File: src/sv/multi_axis_step_generator_unit_assert.svh
// assertion helpers used by the step generator engine module
// both expect clk and rst_n in scope
`ifndef MULTI_AXIS_STEP_GENERATOR_UNIT_ASSERT_SVH
`define MULTI_AXIS_STEP_GENERATOR_UNIT_ASSERT_SVH

// same-cycle implication
`define MSG_ASSERT_IMP(label, ante, cons, msg) \
    label: assert property (@(posedge clk) disable iff (!rst_n) (ante) |-> (cons)) \
        else $error(msg);

// next-cycle implication
`define MSG_ASSERT_NXT(label, ante, cons, msg) \
    label: assert property (@(posedge clk) disable iff (!rst_n) (ante) |=> (cons)) \
        else $error(msg);

`endif

File: src/sv/msg_pkg.sv
// ----------------------------------------------------------------------------
// msg_pkg
// shared types and constants of the multi-axis step generator
// ----------------------------------------------------------------------------
package msg_pkg;

    localparam int NUM_AXES_MAX = 4;

    localparam logic [31:0] PERIOD_NUM = 32'd250000;
    localparam logic [15:0] RATE_FLOOR = 16'd4;

    // configuration register indexes
    localparam logic [1:0] CFG_STEP_INVERT = 2'd0;
    localparam logic [1:0] CFG_INV_ACCEL   = 2'd1;
    localparam logic [1:0] CFG_MIN_RATE    = 2'd2;
    localparam logic [1:0] CFG_AUTO_EN     = 2'd3;

    typedef enum logic [1:0] {
        CMD_PUSH  = 2'd0,
        CMD_START = 2'd1,
        CMD_TICK  = 2'd2,
        CMD_NOP   = 2'd3
    } cmd_e_t;

    typedef enum logic [1:0] {
        PH_NONE   = 2'd0,
        PH_ACC    = 2'd1,
        PH_DEC    = 2'd2,
        PH_CRUISE = 2'd3
    } phase_t;

    typedef enum logic [3:0] {
        E_IDLE,
        E_LOAD,
        E_STEP,
        E_RATE,
        E_QDIV,
        E_PDIV,
        E_FIN,
        E_OUT
    } eng_state_t;

    typedef struct packed {
        logic [1:0]  mode;
        logic [15:0] seg_time;
        logic [14:0] seg_steps;
        logic [14:0] seg_decel_steps;
        logic [15:0] seg_rate;
        logic [3:0]  seg_dirs;
        logic [15:0] axis0_count;
        logic [15:0] axis1_count;
        logic [15:0] axis2_count;
        logic [15:0] axis3_count;
    } item_t;

    typedef struct packed {
        logic [3:0]  step_out;
        logic [3:0]  dir_out;
        logic [15:0] timer_period;
        logic        running;
        logic        push_dropped;
        logic [31:0] pos_axis0;
        logic [31:0] pos_axis1;
        logic [31:0] pos_axis2;
        logic [31:0] pos_axis3;
    } result_t;

    // one queued motion segment
    typedef struct packed {
        logic [15:0]                   seg_time;
        logic [14:0]                   steps;
        logic [14:0]                   decel;
        logic [15:0]                   rate;
        logic [3:0]                    dirs;
        logic [NUM_AXES_MAX-1:0][15:0] counts;
    } seg_t;

    // classified command from the front end
    typedef struct packed {
        cmd_e_t cmd;
        seg_t   seg;
    } fe_item_t;

    typedef struct packed {
        logic     valid;
        fe_item_t item;
    } fe_out_t;

endpackage

File: src/sv/msg_front.sv
// ----------------------------------------------------------------------------
// msg_front
// input queue: accepts items, decodes the command and buffers them
// ----------------------------------------------------------------------------
module msg_front (
    input  logic             clk,
    input  logic             rst_n,
    input  logic             push,
    output logic             full,
    input  msg_pkg::item_t   item,
    output msg_pkg::fe_out_t fe_out,
    input  logic             take
);
    import msg_pkg::*;

    fe_item_t   buf_reg [2];
    logic       wr_ptr_reg, wr_ptr_next;
    logic       rd_ptr_reg, rd_ptr_next;
    logic [1:0] cnt_reg, cnt_next;
    fe_item_t   decoded;
    logic       wr_en, rd_en;

    always_comb
    begin
        decoded.cmd              = cmd_e_t'(item.mode);
        decoded.seg.seg_time     = item.seg_time;
        decoded.seg.steps        = item.seg_steps;
        decoded.seg.decel        = item.seg_decel_steps;
        decoded.seg.rate         = item.seg_rate;
        decoded.seg.dirs         = item.seg_dirs;
        decoded.seg.counts[0]    = item.axis0_count;
        decoded.seg.counts[1]    = item.axis1_count;
        decoded.seg.counts[2]    = item.axis2_count;
        decoded.seg.counts[3]    = item.axis3_count;
    end

    assign full         = (cnt_reg == 2'd2);
    assign wr_en        = push && !full;
    assign rd_en        = take && (cnt_reg != 2'd0);
    assign fe_out.valid = (cnt_reg != 2'd0);
    assign fe_out.item  = buf_reg[rd_ptr_reg];

    always_comb
    begin
        wr_ptr_next = wr_en ? ~wr_ptr_reg : wr_ptr_reg;
        rd_ptr_next = rd_en ? ~rd_ptr_reg : rd_ptr_reg;
        cnt_next    = cnt_reg + {1'b0, wr_en} - {1'b0, rd_en};
    end

    always_ff @(posedge clk or negedge rst_n)
    begin
        if (!rst_n)
        begin
            wr_ptr_reg <= 1'b0;
            rd_ptr_reg <= 1'b0;
            cnt_reg    <= 2'd0;
        end
        else
        begin
            wr_ptr_reg <= wr_ptr_next;
            rd_ptr_reg <= rd_ptr_next;
            cnt_reg    <= cnt_next;
        end
    end

    always_ff @(posedge clk)
    begin
        if (wr_en)
        begin
            buf_reg[wr_ptr_reg] <= decoded;
        end
    end

endmodule

File: src/sv/msg_div.sv
// ----------------------------------------------------------------------------
// msg_div
// iterative 32 by 16 bit unsigned divider, two quotient bits per cycle
// ----------------------------------------------------------------------------
module msg_div (
    input  logic        clk,
    input  logic        rst_n,
    input  logic        start,
    input  logic [31:0] dividend,
    input  logic [15:0] divisor,
    output logic        done,
    output logic [31:0] quotient
);
    localparam int ITERS = 16;
    localparam int CW    = $clog2(ITERS);

    logic [15:0]   rem_reg, rem_next;
    logic [31:0]   dq_reg, dq_next;
    logic [15:0]   d_reg;
    logic [CW-1:0] cnt_reg, cnt_next;
    logic          busy_reg, busy_next;
    logic          done_reg, done_next;
    logic [16:0]   sh;
    logic          ge;

    always_comb
    begin
        rem_next  = rem_reg;
        dq_next   = dq_reg;
        cnt_next  = cnt_reg;
        busy_next = busy_reg;
        done_next = 1'b0;
        sh        = '0;
        ge        = 1'b0;
        if (start)
        begin
            rem_next  = '0;
            dq_next   = dividend;
            cnt_next  = '0;
            busy_next = 1'b1;
        end
        else if (busy_reg)
        begin
            for (int i = 0; i < 2; i++)
            begin
                sh       = {rem_next, dq_next[31]};
                ge       = (sh >= {1'b0, d_reg});
                sh       = ge ? (sh - {1'b0, d_reg}) : sh;
                rem_next = sh[15:0];
                dq_next  = {dq_next[30:0], ge};
            end
            cnt_next = cnt_reg + 1'b1;
            if (cnt_reg == CW'(ITERS - 1))
            begin
                busy_next = 1'b0;
                done_next = 1'b1;
            end
        end
    end

    always_ff @(posedge clk or negedge rst_n)
    begin
        if (!rst_n)
        begin
            busy_reg <= 1'b0;
            done_reg <= 1'b0;
            cnt_reg  <= '0;
        end
        else
        begin
            busy_reg <= busy_next;
            done_reg <= done_next;
            cnt_reg  <= cnt_next;
        end
    end

    always_ff @(posedge clk)
    begin
        rem_reg <= rem_next;
        dq_reg  <= dq_next;
        if (start)
        begin
            d_reg <= divisor;
        end
    end

    assign done     = done_reg;
    assign quotient = dq_reg;

endmodule

File: src/sv/msg_engine.sv
// ----------------------------------------------------------------------------
// msg_engine
// back end: segment ring, bresenham lanes, rate ramp and result register
// ----------------------------------------------------------------------------
module msg_engine #(
    parameter int QUEUE_DEPTH = 16,
    parameter int AXES        = 4
) (
    input  logic             clk,
    input  logic             rst_n,
    input  msg_pkg::fe_out_t fe_out,
    output logic             take,
    output logic             empty,
    input  logic             pop,
    output msg_pkg::result_t result,
    input  logic             cfg_valid,
    output logic             cfg_ready,
    input  logic [1:0]       cfg_index,
    input  logic [15:0]      cfg_data
);
    import msg_pkg::*;

    `include "multi_axis_step_generator_unit_assert.svh"

    localparam int QW = $clog2(QUEUE_DEPTH);

    function automatic logic [QW-1:0] ptr_inc(input logic [QW-1:0] p);
        logic [QW-1:0] r;
        r = (p == QW'(QUEUE_DEPTH - 1)) ? '0 : p + 1'b1;
        return r;
    endfunction

    // configuration
    logic [3:0]  mask_reg;
    logic [15:0] inv_reg;
    logic [15:0] min_rate_reg;
    logic        auto_reg;

    // segment ring
    seg_t          seg_mem [QUEUE_DEPTH];
    seg_t          rd_data_reg;
    logic [QW-1:0] head_reg, head_next;
    logic [QW-1:0] tail_reg, tail_next;
    logic [QW-1:0] head_inc, tail_inc;
    logic          mem_we;

    eng_state_t  state_reg, state_next;
    logic        active_reg, active_next;
    seg_t        seg_reg, seg_next;
    logic [15:0] remain_reg, remain_next;
    logic [17:0] err_reg [NUM_AXES_MAX];
    logic [17:0] err_next [NUM_AXES_MAX];
    logic [31:0] pos_reg [NUM_AXES_MAX];
    logic [31:0] pos_next [NUM_AXES_MAX];
    logic [15:0] rate_reg, rate_next;
    logic [15:0] start_rate_reg, start_rate_next;
    logic [31:0] ramp_time_reg, ramp_time_next;
    logic [15:0] period_reg, period_next;
    phase_t      phase_reg, phase_next;
    logic [3:0]  pending_reg, pending_next;
    logic [3:0]  step_port_reg, step_port_next;
    logic [3:0]  dir_reg, dir_next;
    logic        running_reg, running_next;
    logic        is_start_reg, is_start_next;
    logic        is_dec_reg, is_dec_next;
    logic        dropped_reg, dropped_next;
    logic        out_valid_reg, out_valid_next;
    result_t     out_reg, out_next;

    // bresenham lanes
    logic [17:0] lane_sum [NUM_AXES_MAX];
    logic [17:0] lane_err [NUM_AXES_MAX];
    logic [31:0] lane_pos [NUM_AXES_MAX];
    logic [3:0]  lane_pat;

    // divider
    logic        div_start;
    logic [31:0] div_dividend;
    logic [15:0] div_divisor;
    logic        div_done;
    logic [31:0] div_q;

    // ramp arithmetic
    logic [15:0] inv_eff;
    logic [15:0] q_sat;
    logic [16:0] acc_sum;
    logic [15:0] ramp_rate;
    logic [31:0] rt_base;
    logic        dec_cond, acc_cond;

    assign head_inc  = ptr_inc(head_reg);
    assign tail_inc  = ptr_inc(tail_reg);
    assign cfg_ready = 1'b1;
    assign empty     = !out_valid_reg;
    assign result    = out_reg;
    assign take      = (state_reg == E_IDLE) && fe_out.valid;
    assign inv_eff   = (inv_reg == 16'd0) ? 16'd1 : inv_reg;

    msg_div u_div (
        .clk      (clk),
        .rst_n    (rst_n),
        .start    (div_start),
        .dividend (div_dividend),
        .divisor  (div_divisor),
        .done     (div_done),
        .quotient (div_q)
    );

    // per-axis error accumulate, compare and position move
    always_comb
    begin
        lane_pat = '0;
        for (int a = 0; a < NUM_AXES_MAX; a++)
        begin
            lane_sum[a] = err_reg[a] + {2'b00, seg_reg.counts[a]};
            lane_err[a] = err_reg[a];
            lane_pos[a] = pos_reg[a];
            if ((a < AXES) &&
                ($signed({lane_sum[a], 1'b0}) >= $signed({3'b000, seg_reg.seg_time})))
            begin
                lane_err[a] = lane_sum[a] - {2'b00, seg_reg.seg_time};
                lane_pat[a] = 1'b1;
                lane_pos[a] = seg_reg.dirs[a] ? pos_reg[a] - 32'd1 : pos_reg[a] + 32'd1;
            end
            else if (a < AXES)
            begin
                lane_err[a] = lane_sum[a];
            end
        end
    end

    // ramp rate from the quotient of ramp time over inverse acceleration
    always_comb
    begin
        q_sat   = (div_q[31:16] != 16'd0) ? 16'hFFFF : div_q[15:0];
        acc_sum = {1'b0, start_rate_reg} + {1'b0, q_sat};
        if (is_dec_reg)
        begin
            ramp_rate = ({2'b00, start_rate_reg} >= ({2'b00, q_sat} + {2'b00, RATE_FLOOR}))
                        ? start_rate_reg - q_sat : RATE_FLOOR;
        end
        else
        begin
            ramp_rate = acc_sum[16] ? 16'hFFFF : acc_sum[15:0];
        end
        dec_cond = (remain_reg < {1'b0, seg_reg.decel});
        acc_cond = (rate_reg < seg_reg.rate);
        rt_base  = '0;
    end

    always_comb
    begin
        state_next      = state_reg;
        head_next       = head_reg;
        tail_next       = tail_reg;
        mem_we          = 1'b0;
        active_next     = active_reg;
        seg_next        = seg_reg;
        remain_next     = remain_reg;
        err_next        = err_reg;
        pos_next        = pos_reg;
        rate_next       = rate_reg;
        start_rate_next = start_rate_reg;
        ramp_time_next  = ramp_time_reg;
        period_next     = period_reg;
        phase_next      = phase_reg;
        pending_next    = pending_reg;
        step_port_next  = step_port_reg;
        dir_next        = dir_reg;
        running_next    = running_reg;
        is_start_next   = is_start_reg;
        is_dec_next     = is_dec_reg;
        dropped_next    = dropped_reg;
        out_valid_next  = out_valid_reg && !pop;
        out_next        = out_reg;
        div_start       = 1'b0;
        div_dividend    = '0;
        div_divisor     = RATE_FLOOR;

        unique case (state_reg)
            E_IDLE:
            begin
                if (fe_out.valid)
                begin
                    dropped_next = 1'b0;
                    state_next   = E_OUT;
                    case (fe_out.item.cmd)
                        CMD_PUSH:
                        begin
                            if (head_inc != tail_reg)
                            begin
                                mem_we    = 1'b1;
                                head_next = head_inc;
                            end
                            else
                            begin
                                dropped_next = 1'b1;
                            end
                        end
                        CMD_START:
                        begin
                            if (auto_reg)
                            begin
                                rate_next     = (min_rate_reg < RATE_FLOOR) ? RATE_FLOOR
                                                                            : min_rate_reg;
                                is_start_next = 1'b1;
                                state_next    = E_LOAD;
                            end
                        end
                        CMD_TICK:
                        begin
                            if (auto_reg && running_reg)
                            begin
                                step_port_next = pending_reg;
                                is_start_next  = 1'b0;
                                state_next     = E_LOAD;
                            end
                        end
                        default:
                        begin
                        end
                    endcase
                end
            end
            E_LOAD:
            begin
                if (!active_reg && (head_reg != tail_reg))
                begin
                    tail_next   = tail_inc;
                    seg_next    = rd_data_reg;
                    remain_next = {1'b0, rd_data_reg.steps};
                    dir_next    = rd_data_reg.dirs;
                    for (int a = 0; a < NUM_AXES_MAX; a++)
                    begin
                        err_next[a] = '0;
                    end
                    active_next = 1'b1;
                    state_next  = E_STEP;
                end
                else if (active_reg)
                begin
                    state_next = E_STEP;
                end
                else
                begin
                    if (!is_start_reg)
                    begin
                        running_next = 1'b0;
                        rate_next    = '0;
                        phase_next   = PH_NONE;
                    end
                    state_next = E_OUT;
                end
            end
            E_STEP:
            begin
                err_next     = lane_err;
                pos_next     = lane_pos;
                pending_next = lane_pat ^ mask_reg;
                remain_next  = remain_reg - 16'd1;
                if (remain_reg == 16'd1)
                begin
                    active_next = 1'b0;
                end
                state_next = E_RATE;
            end
            E_RATE:
            begin
                div_divisor = inv_eff;
                if (dec_cond || acc_cond)
                begin
                    is_dec_next = dec_cond;
                    if (phase_reg != (dec_cond ? PH_DEC : PH_ACC))
                    begin
                        start_rate_next = rate_reg;
                        div_dividend    = rt_base + {16'd0, period_reg};
                    end
                    else
                    begin
                        div_dividend = ramp_time_reg + {16'd0, period_reg};
                    end
                    phase_next     = dec_cond ? PH_DEC : PH_ACC;
                    ramp_time_next = div_dividend;
                    div_start      = 1'b1;
                    state_next     = E_QDIV;
                end
                else if (phase_reg != PH_CRUISE)
                begin
                    phase_next   = PH_CRUISE;
                    div_dividend = PERIOD_NUM;
                    div_divisor  = (rate_reg < RATE_FLOOR) ? RATE_FLOOR : rate_reg;
                    div_start    = 1'b1;
                    state_next   = E_PDIV;
                end
                else
                begin
                    state_next = E_FIN;
                end
            end
            E_QDIV:
            begin
                if (div_done)
                begin
                    rate_next    = ramp_rate;
                    div_dividend = PERIOD_NUM;
                    div_divisor  = (ramp_rate < RATE_FLOOR) ? RATE_FLOOR : ramp_rate;
                    div_start    = 1'b1;
                    state_next   = E_PDIV;
                end
            end
            E_PDIV:
            begin
                if (div_done)
                begin
                    period_next = div_q[15:0];
                    state_next  = E_FIN;
                end
            end
            E_FIN:
            begin
                if (is_start_reg)
                begin
                    phase_next   = PH_NONE;
                    running_next = 1'b1;
                end
                state_next = E_OUT;
            end
            E_OUT:
            begin
                if (!out_valid_reg || pop)
                begin
                    out_next.step_out     = step_port_reg;
                    out_next.dir_out      = dir_reg;
                    out_next.timer_period = period_reg;
                    out_next.running      = running_reg;
                    out_next.push_dropped = dropped_reg;
                    out_next.pos_axis0    = pos_reg[0];
                    out_next.pos_axis1    = pos_reg[1];
                    out_next.pos_axis2    = pos_reg[2];
                    out_next.pos_axis3    = pos_reg[3];
                    out_valid_next        = 1'b1;
                    state_next            = E_IDLE;
                end
            end
            default:
            begin
                state_next = E_IDLE;
            end
        endcase
    end

    always_ff @(posedge clk or negedge rst_n)
    begin
        if (!rst_n)
        begin
            mask_reg     <= 4'd0;
            inv_reg      <= 16'd100;
            min_rate_reg <= 16'd50;
            auto_reg     <= 1'b0;
        end
        else if (cfg_valid)
        begin
            unique case (cfg_index)
                CFG_STEP_INVERT: mask_reg     <= cfg_data[3:0];
                CFG_INV_ACCEL:   inv_reg      <= cfg_data;
                CFG_MIN_RATE:    min_rate_reg <= cfg_data;
                CFG_AUTO_EN:     auto_reg     <= cfg_data[0];
                default:         auto_reg     <= auto_reg;
            endcase
        end
    end

    always_ff @(posedge clk or negedge rst_n)
    begin
        if (!rst_n)
        begin
            state_reg      <= E_IDLE;
            head_reg       <= '0;
            tail_reg       <= '0;
            active_reg     <= 1'b0;
            seg_reg        <= '0;
            remain_reg     <= '0;
            for (int a = 0; a < NUM_AXES_MAX; a++)
            begin
                err_reg[a] <= '0;
                pos_reg[a] <= '0;
            end
            rate_reg       <= '0;
            start_rate_reg <= '0;
            ramp_time_reg  <= '0;
            period_reg     <= '0;
            phase_reg      <= PH_NONE;
            pending_reg    <= '0;
            step_port_reg  <= '0;
            dir_reg        <= '0;
            running_reg    <= 1'b0;
            is_start_reg   <= 1'b0;
            is_dec_reg     <= 1'b0;
            dropped_reg    <= 1'b0;
            out_valid_reg  <= 1'b0;
        end
        else
        begin
            state_reg      <= state_next;
            head_reg       <= head_next;
            tail_reg       <= tail_next;
            active_reg     <= active_next;
            seg_reg        <= seg_next;
            remain_reg     <= remain_next;
            err_reg        <= err_next;
            pos_reg        <= pos_next;
            rate_reg       <= rate_next;
            start_rate_reg <= start_rate_next;
            ramp_time_reg  <= ramp_time_next;
            period_reg     <= period_next;
            phase_reg      <= phase_next;
            pending_reg    <= pending_next;
            step_port_reg  <= step_port_next;
            dir_reg        <= dir_next;
            running_reg    <= running_next;
            is_start_reg   <= is_start_next;
            is_dec_reg     <= is_dec_next;
            dropped_reg    <= dropped_next;
            out_valid_reg  <= out_valid_next;
        end
    end

    always_ff @(posedge clk)
    begin
        out_reg <= out_next;
    end

    always_ff @(posedge clk)
    begin
        if (mem_we)
        begin
            seg_mem[head_inc] <= fe_out.item.seg;
        end
        rd_data_reg <= seg_mem[tail_inc];
    end

    `MSG_ASSERT_IMP(a_div_nonzero, div_start, div_divisor != 16'd0,
        "divider started with zero divisor")
    `MSG_ASSERT_NXT(a_push_not_empty, mem_we, head_reg != tail_reg,
        "ring empty right after a stored segment")
    `MSG_ASSERT_NXT(a_start_runs, (state_reg == E_FIN) && is_start_reg,
        running_reg && (phase_reg == PH_NONE), "start did not leave engine running")

endmodule

File: src/sv/multi_axis_step_generator_unit.sv
// order of work: push, idle and no-op commands pass from E_IDLE straight to E_OUT
// start or tick with an empty ring: E_LOAD, then E_OUT; cruise tick with no rate change:
// E_LOAD, E_STEP, E_RATE, E_FIN, E_OUT; ramp tick or start: two divider passes, E_QDIV
// for ramp quotient and E_PDIV for 250000/rate period; a cruise entry needs one pass
// one item is worked on at a time; a 2-entry input queue takes items meanwhile
// reset: async active low; ring empty, engine stopped, positions and rate zero
// ----------------------------------------------------------------------------
// multi_axis_step_generator_unit
// four-axis bresenham step generator with trapezoidal rate ramp
// ----------------------------------------------------------------------------
module multi_axis_step_generator_unit #(
    parameter int QUEUE_DEPTH = 16,
    parameter int AXES        = 4
) (
    input  logic             clk,
    input  logic             rst_n,
    // input queue side
    input  logic             push,
    output logic             full,
    input  msg_pkg::item_t   item,
    // result queue side
    output logic             empty,
    input  logic             pop,
    output msg_pkg::result_t result,
    // configuration writes
    input  logic             cfg_valid,
    output logic             cfg_ready,
    input  logic [1:0]       cfg_index,
    input  logic [15:0]      cfg_data
);
    import msg_pkg::*;

    // classified items waiting for the engine
    fe_out_t fe_out;
    // engine takes the head item on this transfer
    logic    take;

    // front: accepts and decodes commands
    msg_front u_front (
        .clk    (clk),
        .rst_n  (rst_n),
        .push   (push),
        .full   (full),
        .item   (item),
        .fe_out (fe_out),
        .take   (take)
    );

    // back: segment ring, step lanes, ramp control and result register
    msg_engine #(
        .QUEUE_DEPTH (QUEUE_DEPTH),
        .AXES        (AXES)
    ) u_engine (
        .clk       (clk),
        .rst_n     (rst_n),
        .fe_out    (fe_out),
        .take      (take),
        .empty     (empty),
        .pop       (pop),
        .result    (result),
        .cfg_valid (cfg_valid),
        .cfg_ready (cfg_ready),
        .cfg_index (cfg_index),
        .cfg_data  (cfg_data)
    );

endmodule
File: config.mk
export PLATFORM = sky130hd
export DESIGN_NAME = multi_axis_step_generator_unit
export DESIGN_NICKNAME = d
export VERILOG_FILES = /design/src/sv/msg_pkg.sv /design/src/sv/msg_front.sv /design/src/sv/msg_div.sv /design/src/sv/msg_engine.sv /design/src/sv/multi_axis_step_generator_unit.sv
export VERILOG_INCLUDE_DIRS = /design/src /design/src/sv
export SDC_FILE = /design/constraint.sdc
export NUM_CORES = 2
export LEC_CHECK = 0
export ABC_CLOCK_PERIOD_IN_PS = 10300
export BUFFER_PORTS_ARGS = -buffer_cell sky130_fd_sc_hd__buf_2
export CORE_MARGIN = 10
export CORE_UTILIZATION = 45
export CTS_CLUSTER_SIZE = 25
export DETAILED_ROUTE_END_ITERATION = 12
export GPL_ROUTABILITY_DRIVEN = 0
export PLACE_DENSITY = 0.67
export SYNTH_ARGS = -nofsm -noshare
export SYNTH_HDL_FRONTEND = slang
export SYNTH_SLANG_ARGS = --single-unit
File: constraint.sdc
create_clock -name clk -period 10.3 [get_ports clk]
set_input_delay 1.545 -clock clk [delete_from_list [all_inputs] [get_ports clk]]
set_output_delay 1.545 -clock clk [all_outputs]
set_load 0.01 [all_outputs]
==> impl_metrics.ini <==
[sta]
grt_setup_unrepaired = false
final.setup.tns_ps = 0
hold_viol = 0
min_period_ps = 6280
worst_pin_slew_ps = 1340
final_max_slew_viol_count = 0
skew_ps = 62.4
slew_headroom_pct = 8.56
finalCritPeriodShare_pct = 60.9
timing.fmax_mhz = 159
setup_viol = 0

[yosys]
ys_ff_latch = 3177
synth_most_common_cell = edfxtp_1
syn_inst = 8564
ys_top_cells_by_area = edfxtp_1, mux4_2, dfrtp_1
avgSynthCellArea_sq_um = 15.9
synth-seq-area-share_pct = 67.0
syn_area_sq_um = 137000
synthFlopType = edfxtp_1
synth_top_area_share_pct = 56.0
async_reset_ff_share_pct = 15.3
yosys-top-cells-count = edfxtp_1, nand2_1, mux4_2, dfrtp_1, ha_1
synth_nets = 9180
synth.distinct_cells = 102
yosys_warnings = 0
synth_edf_count = 2546
synth_top_area_cell = edfxtp_1

[floorplanning]
start_util_pct = 45.1
dieArea_sq_um = 326000
coreArea_sq_um = 303000
io_pins = 312
rows = 202
die_y_microns = 571
die_w_microns = 571

[drt]
wl_per_cell_microns = 25.0
wirelength_microns = 331000
ant_nets = 0
wl_met1_microns = 141000
drt-initial-drc-count = 7174
drc = 0
num_vias = 77700
vias_per_cell = 5.87
drtPass1Iterations = 6
wl_met2_microns = 156000
wl_met3_microns = 25200
highest_layer = met5

[global_route]
grt_pass1_wl_microns = 499000
antenna_found_initial = 62
grt_pass1_vias = 79000
grt_max_degree = 144
track_usage_pct = 19.8
overflow = 0

[worst_setup_path]
crit_chain = inv_1 > ha_1 > nor2b_1 > o21ai_0 > a21boi_1 > o21ai_1 > a2111oi_1 > nor3_1 > o31ai_2 > buf_4 > mux2_2 > ha_1 > o21ai_0 > a21boi_1 > o21ai_1 > a211oi_1 > or3_1 > and3_1 > a311o_1 > mux2_2 > a21oi_1
cp_max_fo = 20
cp_slowest_stage_delay_ps = 970
critPathTopFamily = compound AO/OA/AOI/OAI gates
path_class = flop to flop
path_buf_inv = 2
cp-end-kind = flop
arrival_ps = 7090
crit_path_start_kind = flop
cp.required_ps = 11110
crit_slowest_cell = a311o_1

[placement]
portBuffers = 310
dp_hpwl_microns = 194000

[cts]
clk_latency_ps = 930
cts_setup_buffers = 0
clock_tree.root_cell = clkbuf_16
clkSinkCount = 3177
postCtsHoldBufs = 0
clk_pin_slew_ps = 60
cts_tree = done
post_cts_resized = 0
htreeDepth = 5
cts_buffer_depth = 4
cts_buffers = 331

[power]
power.density_nw_per_um2 = 329
peakVddDrop_uv = 314
power.leakage_nw = 55.9

[cells_and_area]
final_nets = 9573
drive_above_1_share_pct = 20.0
largest_register_ffs = 2080
syn_to_final_growth_pct = 12.9
fin_util_pct = 51.0

[outcome]
status = complete, no violations

[min_path]
hold_class = flop to flop

[flow_run]
cap_violations = 0
report_power, final:
part	leakage (nW)	total, W	switching, W	internal (W)
logic	20.0	0.0206	0.0118	0.00870
registers	30.5	0.0180	0.00125	0.0168
clock network	5.39	0.0121	0.00510	0.00699
total	55.9	0.0507	0.0182	0.0325
layout make-up:
cell class              count  area (sq um)
well taps                3978          4980
diodes                     20          50.0
multi-input cells        4819         43100
fillers                 24100        148000
flip-flops and latches   3177         91500
repair buffers            401          2540
inverters                 227           852
clock inverters           159          1980
clock buffers             455          9160
through the flow:
step                      hold slack (ps)  power, W  instance area (sq um)  setup slack (ps)  cells
after floorplan                       398    0.0331                 137000              1630   8564
after detailed placement              406    0.0387                 143000              4130  12600
after global placement                405    0.0381                 143000              4080  12600
after CTS                             421    0.0510                 154000              4070  13200
final                                 419    0.0507                 154000              4020  13200
after global routing                  436    0.0537                 154000              3540  13200
path summary, 6_finish.rpt:
kind | from | to | slack [ps] | cells past startpoint
min in group asynchronous | rst_n | u_engine.ramp_time_reg[5] | 640 | 1
max reg2reg | u_engine.u_div.d_reg[1] | u_engine.u_div.rem_reg[1] | 4020 | 21
max in group asynchronous | rst_n | u_engine.err_reg[59] | 7380 | 3
min | u_engine.rd_data_reg[5] | u_engine.seg_reg[5] | 420 | 2
min reg2reg | u_engine.rd_data_reg[5] | u_engine.seg_reg[5] | 420 | 2
max | u_engine.u_div.d_reg[1] | u_engine.u_div.rem_reg[1] | 4020 | 21
layer usage:
layer  global-route usage (%)  vias up
met1                     28.0    40000
met2                     32.0     2882
met4                     5.13       44
li1                         -    34300
met3                     3.40      545
met5                        0        -
worst register-to-register path: cells and delay by family (launching register included):
kind                       cells  cell delay (ps)
muxes                          2              830
DFF                            1              390
adders and majority gates      2              680
buffers and inverters          2              420
and+or+nand+nor                4              630
AOI/OAI and AO/OA             11             3260
logic make-up (layout without fill, tap and decap cells):
logic type | count (synthesis) | in the layout | share of synthesized area, %
mux | 971 | 971 | 12.8
compound gates | 1405 | 1405 | 6.63
other cells | 1 | 21 | 0.00275
flops | 3177 | 3177 | 67.0
xor+xnor | 295 | 295 | 1.89
buf+inv | 568 | 1242 | 1.61
fa+ha+maj | 461 | 461 | 4.32
simple gates | 1686 | 1686 | 5.72
placed cells by master (no fill, tap or decap), types with 44 or more instances in the layout:
cell       instances
nand3_1          186
clkbuf_1          90
mux2i_1          105
nor3_1           107
dfrtp_1          478
inv_1            225
and3_1            44
nor2_1           252
or3_1             46
o21ai_0          408
o21a_1            56
nor2b_1           51
mux2_2           261
ha_1             443
nand2b_1          58
nand4_1           44
xor2_1           103
a31oi_1           58
buf_2            309
o211ai_1          44
a21o_1           116
dfxtp_1          146
mux4_2           596
a211oi_1          60
edfxtp_1        2546
nand2_1          734
clkbuf_16        337
clkinv_2          54
a21oi_1          304
buf_4             67
xnor2_1          190
(Power assumes the default switching activity.)
